$ cat src/design/ifmt_ram.sv
// ----------------------------------------------------------------------------
// ifmt_ram
// Generic single-write, single-read RAM with registered read data.
// ----------------------------------------------------------------------------
module ifmt_ram #(
    parameter int unsigned WIDTH = 8,
    parameter int unsigned DEPTH = 16
) (
    input  logic                     clk,
    input  logic                     wr_en,
    input  logic [$clog2(DEPTH)-1:0] wr_addr,
    input  logic [WIDTH-1:0]         wr_data,
    input  logic [$clog2(DEPTH)-1:0] rd_addr,
    output logic [WIDTH-1:0]         rd_data
);

    logic [WIDTH-1:0] mem [DEPTH];

    always_ff @(posedge clk)
    begin
        if (wr_en)
        begin
            mem[wr_addr] <= wr_data;
        end
        rd_data <= mem[rd_addr];
    end

endmodule

$ cat config.mk
export PLATFORM = sky130hd
export DESIGN_NAME = ifmt_ram
export DESIGN_NICKNAME = d
export VERILOG_FILES = /design/src/design/ifmt_ram.sv
export SDC_FILE = /design/constraint.sdc
export NUM_CORES = 1
export LEC_CHECK = 0
export BUFFER_PORTS_ARGS = -buffer_cell sky130_fd_sc_hd__buf_2
export CAP_MARGIN = 40
export CELL_PAD_IN_SITES_DETAIL_PLACEMENT = 2
export CELL_PAD_IN_SITES_GLOBAL_PLACEMENT = 2
export CORE_ASPECT_RATIO = 1.5
export CORE_MARGIN = 5
export CORE_UTILIZATION = 43
export CTS_CLUSTER_SIZE = 20
export DETAILED_ROUTE_END_ITERATION = 8
export HOLD_SLACK_MARGIN = 0.05
export PLACE_DENSITY = 0.76
export SLEW_MARGIN = 10
export SYNTH_ARGS = -nofsm -noshare
export SYNTH_HDL_FRONTEND = slang
export SYNTH_SLANG_ARGS = --single-unit
$ cat constraint.sdc
create_clock -name clk -period 1.8 [get_ports clk]
set_input_delay 0.36 -clock clk [delete_from_list [all_inputs] [get_ports clk]]
set_output_delay 0.36 -clock clk [all_outputs]
set_load 0.1 [all_outputs]
==> metrics.cfg, run 1 <==
[status]
run_status = finished clean

[cts]
clkSinkCount = 136
root_buffer = clkbuf_16
cts_buffers = 17
path_clk_slew_ns = 0.06
post_cts.repair.setup_buffers = 0
post_cts_resize_count = 0
tritoncts = built
clock_path_buffers = 2
htreeDepth = 4
hold_buffers = 0
clk_latency_ns = 0.42

[cells_and_area]
layout_commonest_cell = edfxtp_1
fin_nets = 303
fill_cells = 1061
synthToLayoutAreaGrowth_pct = 18.77
design_area_um2 = 6113
final_cell_mix = 128 x edfxtp_1, 25 x buf_2, 20 x buf_4, 18 x mux4_2, 17 x clkbuf_16
drive_above_1_share = 0.3255
diodes = 0

[routing]
drc_errors = 0
avgRoutedWirePerCell_um = 27.59
wirelength_mm = 12.45
drtPass1Iterations = 4
ant_nets = 0
via_per_inst = 5.601
vias = 2526
drtIter0Drc = 202

[worst_setup_path]
cp.required_ns = 1.44
worstRegToRegCells = 3
rr_endpoint = rd_data[2]
cpPeakStageDelay_ns = 0.45
path_max_fanout = 1
cp_slowest_cell = buf_2
crit_arrival_ns = 1.24
cp.depth = 1
critical_path.startpoint = rd_data[7]
worstSetupStartpointType = flip-flop
critPathCapture = rd_data[7]
crit_buf_inv = 1
crit_family = buffers and inverters
path_cells = buf_2
reg2reg_slack_ns = 0.41
rr_startpoint = mem[5][2]
end_kind = primary output
critPathKind = flip-flop to primary output

[synth]
async_reset_ff_frac = 0
syn_nets = 247
yosysSeqAreaShare = 0.7778
synthTopCellsByArea = edfxtp_1 75%, mux4_2 7.9%, mux4_1 7.1%, dfxtp_1 3.1%, a22oi_1 2.3%
synth_edf_count = 128
netlist_area_um2 = 5147
synth_top_area_frac = 0.7467
ys_seq_elements = 136
syn_inst = 229
syn_area_per_cell_um2 = 22.48
synth_ff_type = edfxtp_1
synth.distinct_cells = 19
ys_warn_count = 0
synth_area_leader_cell = edfxtp_1

[placement]
dp_hpwl_mm = 7.734
portBuffers = 25
placed_area_um2 = 5573
gp_congestion = 0.6878

[global_route]
grt_max_degree = 33
grt_overflow_total = 0
grtUsageTotal = 0.1897
grt_pass1_vias = 2730
antenna_found_initial = 0
grt_pass1_wl_mm = 18.57

[timing]
worstMarginPinSlew_ns = 0.5059
rsz0062_at_grt = no
setup_viol = 0
tns_ns = 0
min_period_over_period = 0.8888
final.min_clock_period_ns = 1.600
fin_worst_skew_ns = 0.01100
hold_viol = 0
max_slew_margin = 0.6627
slew_viol_final = 0
fmaxAchievable_mhz = 625.1

[floorplanning]
die_y_um = 144
pin_count = 26
num_rows = 49
fp.dieW_um = 99.34
floorplan.initialDensity = 0.4328
fp.coreArea_um2 = 11890
dieArea_um2 = 14300

[worst_hold_path]
hold_path.class = input pin to flip-flop

[power]
cellLeakagePower_nw = 2.080
vdd_drop_max_mv = 0.6183
power_density_nw_per_um2 = 1184

[job]
cap_violations = 0

==> metrics by stage <==
stage / worst slack, ns / utilization / power (W) / std cells / hold slack, ns
finish: 0.2001 / 0.5140 / 0.007239 / 451 / 0.3199
global route: 0.1764 / 0.5140 / 0.007492 / 451 / 0.3173
CTS: 0.1793 / 0.5140 / 0.007307 / 451 / 0.3132
detailed placement: 0.003136 / 0.4685 / 0.004132 / 419 / 0.6825
global placement: 0.03172 / 0.4685 / 0.004103 / 419 / 0.6421
floorplan: 0.1739 / - / 0.003956 / 229 / 0.4589
==> layer usage <==
metal  global-route usage  vias to the layer above  wire length [um]
met5                    0                        -                 0
met4              0.06043                        0               181
li1                     -                     1087                 -
met1               0.2487                     1350              5164
met2               0.3194                       73              6496
met3              0.03958                       16               603
==> worst min-delay path by stage <==
stage	startpoint	endpoint	slack, ns	cells after the start
after floorplan	wr_data[0]	mem[0][0]	0.46	0
after global placement	mem[7][3]	rd_data[3]	0.64	3
after detailed placement	mem[11][2]	rd_data[2]	0.68	3
after CTS	wr_data[5]	mem[13][5]	0.31	1
after global routing	wr_data[5]	mem[13][5]	0.32	1
final	wr_data[5]	mem[13][5]	0.32	1
==> state kept, by name (all words and copies together) (netlist names) <==
name,flops
rd_data,8
mem,128
==> report_power, final <==
group	internal (W)	switching, W	leakage (nW)
Clock	0.00188	0.00129	0.259
Combinational	0.000146	0.000347	0.597
Sequential	0.00354	0.0000264	1.22
Total	0.00557	0.00167	2.08
==> synthesized netlist by cell type (all sizes together) (2+ instances only) <==
library cell,n
clkdlybuf4s25,3
nand2b,2
dfxtp,8
nor3,4
nand3b,2
a22oi,16
edfxtp,128
buf,7
mux4,32
nor2,13
nand2,9
==> cell type report <==
class	count	area [um^2]	share of cell area
clock buffer	19	432.9	0.07081
clock inverter	13	107.6	0.01760
multi-input combinational	83	1062	0.1738
sequential	136	4004	0.6549
tap	153	191.4	0.03131
timing repair buffer	47	315.3	0.05158
==> logic make-up after synthesis <==
logic type / synth area share
simple gates: 0.03184
buf+inv: 0.01677
compound gates: 0.02334
mux: 0.1502
flops: 0.7778
Power figures use the tool's default switching activity.
==> run 2, diff against run 1 <==
--- a/config.mk
+++ b/config.mk
@@ -10,7 +10,7 @@
 export CELL_PAD_IN_SITES_DETAIL_PLACEMENT = 2
 export CELL_PAD_IN_SITES_GLOBAL_PLACEMENT = 2
 export CORE_ASPECT_RATIO = 1.5
-export CORE_MARGIN = 5
+export CORE_MARGIN = 3
 export CORE_UTILIZATION = 43
 export CTS_CLUSTER_SIZE = 20
 export DETAILED_ROUTE_END_ITERATION = 8
==> metrics.cfg, run 2 (synthesis results as in run 1) <==
[status]
run_status = finished clean

[routing]
ant_nets = 0  ; unchanged
drc_errors = 0  ; unchanged
drtIter0Drc = 183  ; -9.4%
vias = 2454  ; -2.9%
wirelength_mm = 11.46  ; -7.9%
avgRoutedWirePerCell_um = 25.63  ; -7.1%
via_per_inst = 5.490  ; -2.0%
drtPass1Iterations = 5  ; +1

[cts]
clk_latency_ns = 0.41  ; about the same
clock_path_buffers = 2  ; unchanged
htreeDepth = 4  ; unchanged
path_clk_slew_ns = 0.06  ; about the same
hold_buffers = 0  ; unchanged
post_cts.repair.setup_buffers = 0  ; unchanged
root_buffer = clkbuf_16
clkSinkCount = 136  ; unchanged
tritoncts = built
post_cts_resize_count = 0  ; unchanged
cts_buffers = 17  ; unchanged

[cells_and_area]
drive_above_1_share = 0.3266  ; +0.001096
largest_reg_flops = 128  ; unchanged
final_cells = 447  ; -0.89%
fin_nets = 302  ; -0.33%
top_regs = mem x128, rd_data x8
final_cell_mix = 128 x edfxtp_1, 25 x buf_2, 18 x mux4_2, 18 x buf_4, 17 x clkbuf_16
synthToLayoutAreaGrowth_pct = 20.61
layout_commonest_cell = edfxtp_1
diodes = 0  ; unchanged
largest_register = mem

[floorplanning]
dieArea_um2 = 13350  ; -6.7%
floorplan.initialDensity = 0.4441  ; +0.01131
fp.coreArea_um2 = 11590  ; -2.5%
num_rows = 48  ; -2.0%
fp.dieW_um = 95.34  ; -4.0%
die_y_um = 140  ; -2.8%
pin_count = 26  ; unchanged

[placement]
portBuffers = 25  ; unchanged
gp_congestion = 0.7391  ; +7.5%
dp_hpwl_mm = 7.416  ; -4.1%
dp_cells = 415  ; -0.95%

[power]
vdd_drop_max_mv = 0.8940  ; +45%
power_density_nw_per_um2 = 1247  ; +5.3%
cellLeakagePower_nw = 2.120  ; +2.0%

[worst_hold_path]
hold_path.class = input pin to flip-flop
min_from = wr_data[3]

[timing]
slew_viol_final = 0  ; unchanged
max_slew_margin = 0.5103  ; -0.1524
rsz0062_at_grt = no
hold_viol = 0  ; unchanged
fin_worst_skew_ns = 0.01300  ; +0.002000 ns
final.min_clock_period_ns = 1.529  ; -0.07113 ns
min_period_over_period = 0.8493  ; -0.03952
fmaxAchievable_mhz = 654.1  ; +4.7%
setup_viol = 0  ; unchanged
worstMarginPinSlew_ns = 0.7318  ; +0.2259 ns
tns_ns = 0  ; unchanged

[global_route]
grt_pass1_vias = 2783  ; +1.9%
grtUsageTotal = 0.1924  ; +0.002693
grt_pass1_wl_mm = 17.72  ; -4.6%
grt_overflow_total = 0  ; unchanged
grt_max_degree = 33  ; unchanged
antenna_found_initial = 0  ; unchanged

[worst_setup_path]
critical_path.startpoint = rd_data[1]
cp_slowest_cell = buf_2
cp.required_ns = 1.44  ; about the same
crit_family = buffers and inverters
path_max_fanout = 1  ; unchanged
end_kind = primary output
rr_startpoint = mem[1][1]
critPathKind = flip-flop to primary output
path_cells = buf_2
crit_arrival_ns = 1.17  ; -0.07 ns
worstSetupStartpointType = flip-flop
cpPeakStageDelay_ns = 0.43  ; -0.02 ns
crit_buf_inv = 1  ; unchanged

[job]
cap_violations = 0  ; unchanged

run 2: cell types whose count changed in the layout (fill, tap and decap cells not counted):
cell / before / now
clkinv_2: 6 / 1
inv_6: 1 / 3
clkinv_4: 1 / 2
buf_4: 20 / 18
bufinv_16: 1 / 4
clkinvlp_4: 4 / 3
buf_12: 2 / 3
clkbuf_8: 0 / 1
clkbuf_1: 2 / 1
run 2: routing by layer:
metal	wire [um]	vias up	GRT usage
met4	79	0	0.05703
met2	6563	66	0.3422
met5	0	-	0
li1	-	1087	-
met3	455	6	0.04514
met1	4359	1295	0.2276
run 2: cell type report:
cell class | count | area [um^2]
clock buffers | 19 | 442.9
repair buffers | 46 | 320.3
fillers | 985 | 5383
well taps | 150 | 187.7
multi-input cells | 83 | 1062
clock inverters | 13 | 191.4
flip-flops and latches | 136 | 4004
run 2: metrics by stage:
| step | power (W) | util | instance area, um^2 | setup slack [ns] | hold slack [ns] |
|---|---|---|---|---|---|
| 2_1_floorplan | 0.003956 | - | 5152 | 0.1739 | 0.4589 |
| 3_3_place_gp | 0.004100 | 0.4802 | 5567 | 0.04115 | 0.6474 |
| 3_5_place_dp | 0.004127 | 0.4809 | 5574 | -0.002318 | 0.6643 |
| 4_1_cts | 0.007818 | 0.5356 | 6208 | 0.2448 | 0.3224 |
| 5_1_grt | 0.007980 | 0.5356 | 6208 | 0.2284 | 0.3419 |
| 6_report | 0.007740 | 0.5356 | 6208 | 0.2713 | 0.3403 |
run 2: path summary, 6_finish.rpt:
| path | slack, ns | cells past startpoint | to |
|---|---|---|---|
| worst max register to register | 0.40 | 3 | rd_data[1] |
| worst min register to register | 0.67 | 3 | rd_data[5] |
| worst max-delay path | 0.27 | 1 | rd_data[1] |
| worst min-delay path | 0.34 | 1 | mem[10][3] |
run 2: report_power, final:
group | internal, W | total (W) | leakage, nW | switching [W]
Clock | 0.00237 | 0.00369 | 0.301 | 0.00132
Sequential | 0.00354 | 0.00356 | 1.22 | 0.0000218
Combinational | 0.000149 | 0.000490 | 0.596 | 0.000341
Total | 0.00606 | 0.00774 | 2.12 | 0.00168
==> run 3, diff against run 2 <==
--- a/config.mk
+++ b/config.mk
@@ -5,17 +5,18 @@
 export SDC_FILE = /design/constraint.sdc
 export NUM_CORES = 1
 export LEC_CHECK = 0
+export ABC_AREA = 1
 export BUFFER_PORTS_ARGS = -buffer_cell sky130_fd_sc_hd__buf_2
 export CAP_MARGIN = 40
 export CELL_PAD_IN_SITES_DETAIL_PLACEMENT = 2
 export CELL_PAD_IN_SITES_GLOBAL_PLACEMENT = 2
 export CORE_ASPECT_RATIO = 1.5
 export CORE_MARGIN = 3
-export CORE_UTILIZATION = 43
+export CORE_UTILIZATION = 40
 export CTS_CLUSTER_SIZE = 20
 export DETAILED_ROUTE_END_ITERATION = 8
 export HOLD_SLACK_MARGIN = 0.05
-export PLACE_DENSITY = 0.76
+export PLACE_DENSITY = 0.8
 export SLEW_MARGIN = 10
 export SYNTH_ARGS = -nofsm -noshare
 export SYNTH_HDL_FRONTEND = slang
==> constraint.sdc (replaced) <==
create_clock -name clk -period 1.6 [get_ports clk]
set_input_delay 0.32 -clock clk [delete_from_list [all_inputs] [get_ports clk]]
set_output_delay 0.32 -clock clk [all_outputs]
set_load 0.1 [all_outputs]
==> metrics.cfg, run 3 <==
[synth]
synth.distinct_cells = 12  ; -7
syn_inst = 551  ; +140%
synth_top_area_frac = 0.6665  ; -0.08020
synth.most_common_cell = nand2_1
ys_seq_elements = 136  ; unchanged
yosysSeqAreaShare = 0.6943  ; -0.08354
netlist_area_um2 = 5767  ; +12%
synth_ff_type = edfxtp_1
syn_nets = 569  ; +130%
synthTopCellsByArea = edfxtp_1 67%, nand2_1 11%, nand3_1 8.4%, inv_1 6.5%, dfxtp_1 2.8%
async_reset_ff_frac = 0  ; unchanged
syn_area_per_cell_um2 = 10.47  ; -53%
synth_edf_count = 128  ; unchanged
ys_warn_count = 0  ; unchanged
synth_area_leader_cell = edfxtp_1
yosys-top-cells-count = 173 x nand2_1, 128 x edfxtp_1, 100 x inv_1

[global_route]
grt_max_degree = 37  ; +12%
grt_pass1_wl_mm = 29.56  ; +67%
antenna_found_initial = 0  ; unchanged
grtUsageTotal = 0.2555  ; +0.06311
grt_overflow_total = 0  ; unchanged
grt_pass1_vias = 4803  ; +73%

[cells_and_area]
drive_above_1_share = 0.1387  ; -0.1879
diodes = 0  ; unchanged
largest_register = mem
final_cell_mix = 173 x nand2_1, 128 x edfxtp_1, 100 x inv_1, 97 x nand3_1, 27 x buf_4
largest_reg_flops = 128  ; unchanged
fin_nets = 618  ; +100%
top_regs = mem x128, rd_data x8
synthToLayoutAreaGrowth_pct = 18.81
postLayoutCoreUtil = 0.4874  ; -0.04826
layout_commonest_cell = nand2_1

[routing]
drtPass1Iterations = 4  ; -1
via_per_inst = 5.133  ; -6.5%
wirelength_mm = 18.96  ; +66%
ant_nets = 0  ; unchanged
drtIter0Drc = 326  ; +78%
avgRoutedWirePerCell_um = 23.56  ; -8.1%
vias = 4132  ; +68%
drc_errors = 0  ; unchanged

[timing]
fin_worst_skew_ns = 0.006998  ; -0.006000 ns
slew_viol_final = 0  ; unchanged
setup_ws_ns = 0.08138  ; -0.1899 ns
rsz0062_at_grt = no
min_period_over_period = 0.9491
fmaxAchievable_mhz = 658.5
tns_ns = 0  ; unchanged
worstMarginPinSlew_ns = 0.4904  ; -0.2414 ns
setup_viol = 0  ; unchanged
final.min_clock_period_ns = 1.519
fin_hold_ws_ns = 0.3010  ; -0.03929 ns
hold_viol = 0  ; unchanged
max_slew_margin = 0.6753  ; +0.1650

[job]
cap_violations = 0  ; unchanged

[worst_setup_path]
critPathCapture = rd_data[4]
crit_buf_inv = 1  ; unchanged
rr_startpoint = mem[9][3]
crit_arrival_ns = 1.20  ; +0.03 ns
critPathKind = flip-flop to primary output
cp.required_ns = 1.28  ; -0.16 ns
path_max_fanout = 1  ; unchanged
reg2reg_slack_ns = 0.45  ; +0.05 ns
cp_slowest_cell = buf_2
end_kind = primary output
crit_family = buffers and inverters
cp.depth = 1  ; unchanged
worstRegToRegCells = 6  ; +3
critical_path.startpoint = rd_data[4]
worstSetupStartpointType = flip-flop
path_cells = buf_2
cpPeakStageDelay_ns = 0.43  ; about the same
rr_endpoint = rd_data[3]

[placement]
portBuffers = 25  ; unchanged
dp_hpwl_mm = 12.05  ; +62%
gp_congestion = 0.8034  ; +8.7%
post-place-ws_ns = 0.05864  ; +0.06095 ns

[cts]
path_clk_slew_ns = 0.06  ; about the same
clock_path_buffers = 2  ; unchanged
clkSinkCount = 136  ; unchanged
htreeDepth = 4  ; unchanged
root_buffer = clkbuf_16
cts_buffers = 17  ; unchanged
tritoncts = built
clk_latency_ns = 0.43  ; +0.02 ns
hold_buffers = 0  ; unchanged

[power]
vdd_drop_max_mv = 1.210  ; +35%
cellLeakagePower_nw = 2.983  ; +41%
power_density_nw_per_um2 = 1298  ; +4.1%

[floorplanning]
num_rows = 53  ; +10%
die_y_um = 153.1  ; +9.3%
floorplan.initialDensity = 0.4102  ; -0.03389
pin_count = 26  ; unchanged
fp.coreArea_um2 = 14060  ; +21%
dieArea_um2 = 15920  ; +19%
fp.dieW_um = 104.0  ; +9.1%

[worst_hold_path]
hold_path.class = input pin to flip-flop
whs_path_depth = 1  ; unchanged

[status]
run_status = finished clean

==> run 3: changes by cell type in the layout (fill, tap and decap cells not counted), moves of 3 or more <==
cell,before,now
mux4_2,18,0
nor3_1,3,0
nand3_1,1,97
clkinv_2,1,4
mux4_1,14,0
a22oi_1,16,0
buf_4,18,27
nor2_1,13,17
nand2_1,9,173
buf_2,25,22
inv_1,0,100
==> run 3: what timing repair did <==
item | in CTS | in global routing
setup buffers | 0 | 0
gates resized for setup | 2 | 1
pin swaps | 0 | 0
setup endpoints to repair | 2 | 1
==> run 3: per-layer routing <==
layer  track usage  vias up  routed length, um
li1              -     1871                  -
met1        0.2853     2106               7271
met2        0.4509      106              10250
met3       0.05999       49                660
met4        0.1337        0                780
met5             0        -                  0
==> run 3: logic make-up (layout without fill, tap and decap cells) <==
kind of cell,count (synthesis),in the layout,synth area share
simple gates,289,289,0.2105
buf+inv,126,188,0.09525
flops,136,136,0.6943
==> run 3: worst min-delay path by stage <==
stage	from	endpoint	slack, ns
CTS	wr_data[1]	mem[3][1]	0.29
global placement	mem[12][2]	rd_data[2]	0.65
detailed placement	mem[12][2]	rd_data[2]	0.69
finish	wr_data[1]	mem[3][1]	0.30
floorplan	wr_data[0]	mem[0][0]	0.42
global route	wr_data[1]	mem[6][1]	0.31
==> run 3: power breakdown <==
part	switching [W]	internal, W	leakage [nW]
Combinational	0.000571	0.000170	1.46
Clock	0.00154	0.00260	0.299
Sequential	0.0000345	0.00398	1.22
Total	0.00214	0.00675	2.98
==> run 3: final cells by class <==
class | instances | area, um^2
clock buffer | 19 | 432.9
clock inverter | 13 | 177.7
fill | 1442 | 7207
inverter | 102 | 382.9
multi-input combinational | 289 | 1214
sequential | 136 | 4004
tap | 192 | 240.2
timing repair buffer | 54 | 400.4
==> run 3: through the flow <==
step	total power [W]	instance area, um^2	std cells
6_report	0.008892	6852	805
5_1_grt	0.009169	6852	805
4_1_cts	0.008954	6849	805
3_5_place_dp	0.004809	6233	773
3_3_place_gp	0.004767	6233	773
2_1_floorplan	0.004526	5767	551
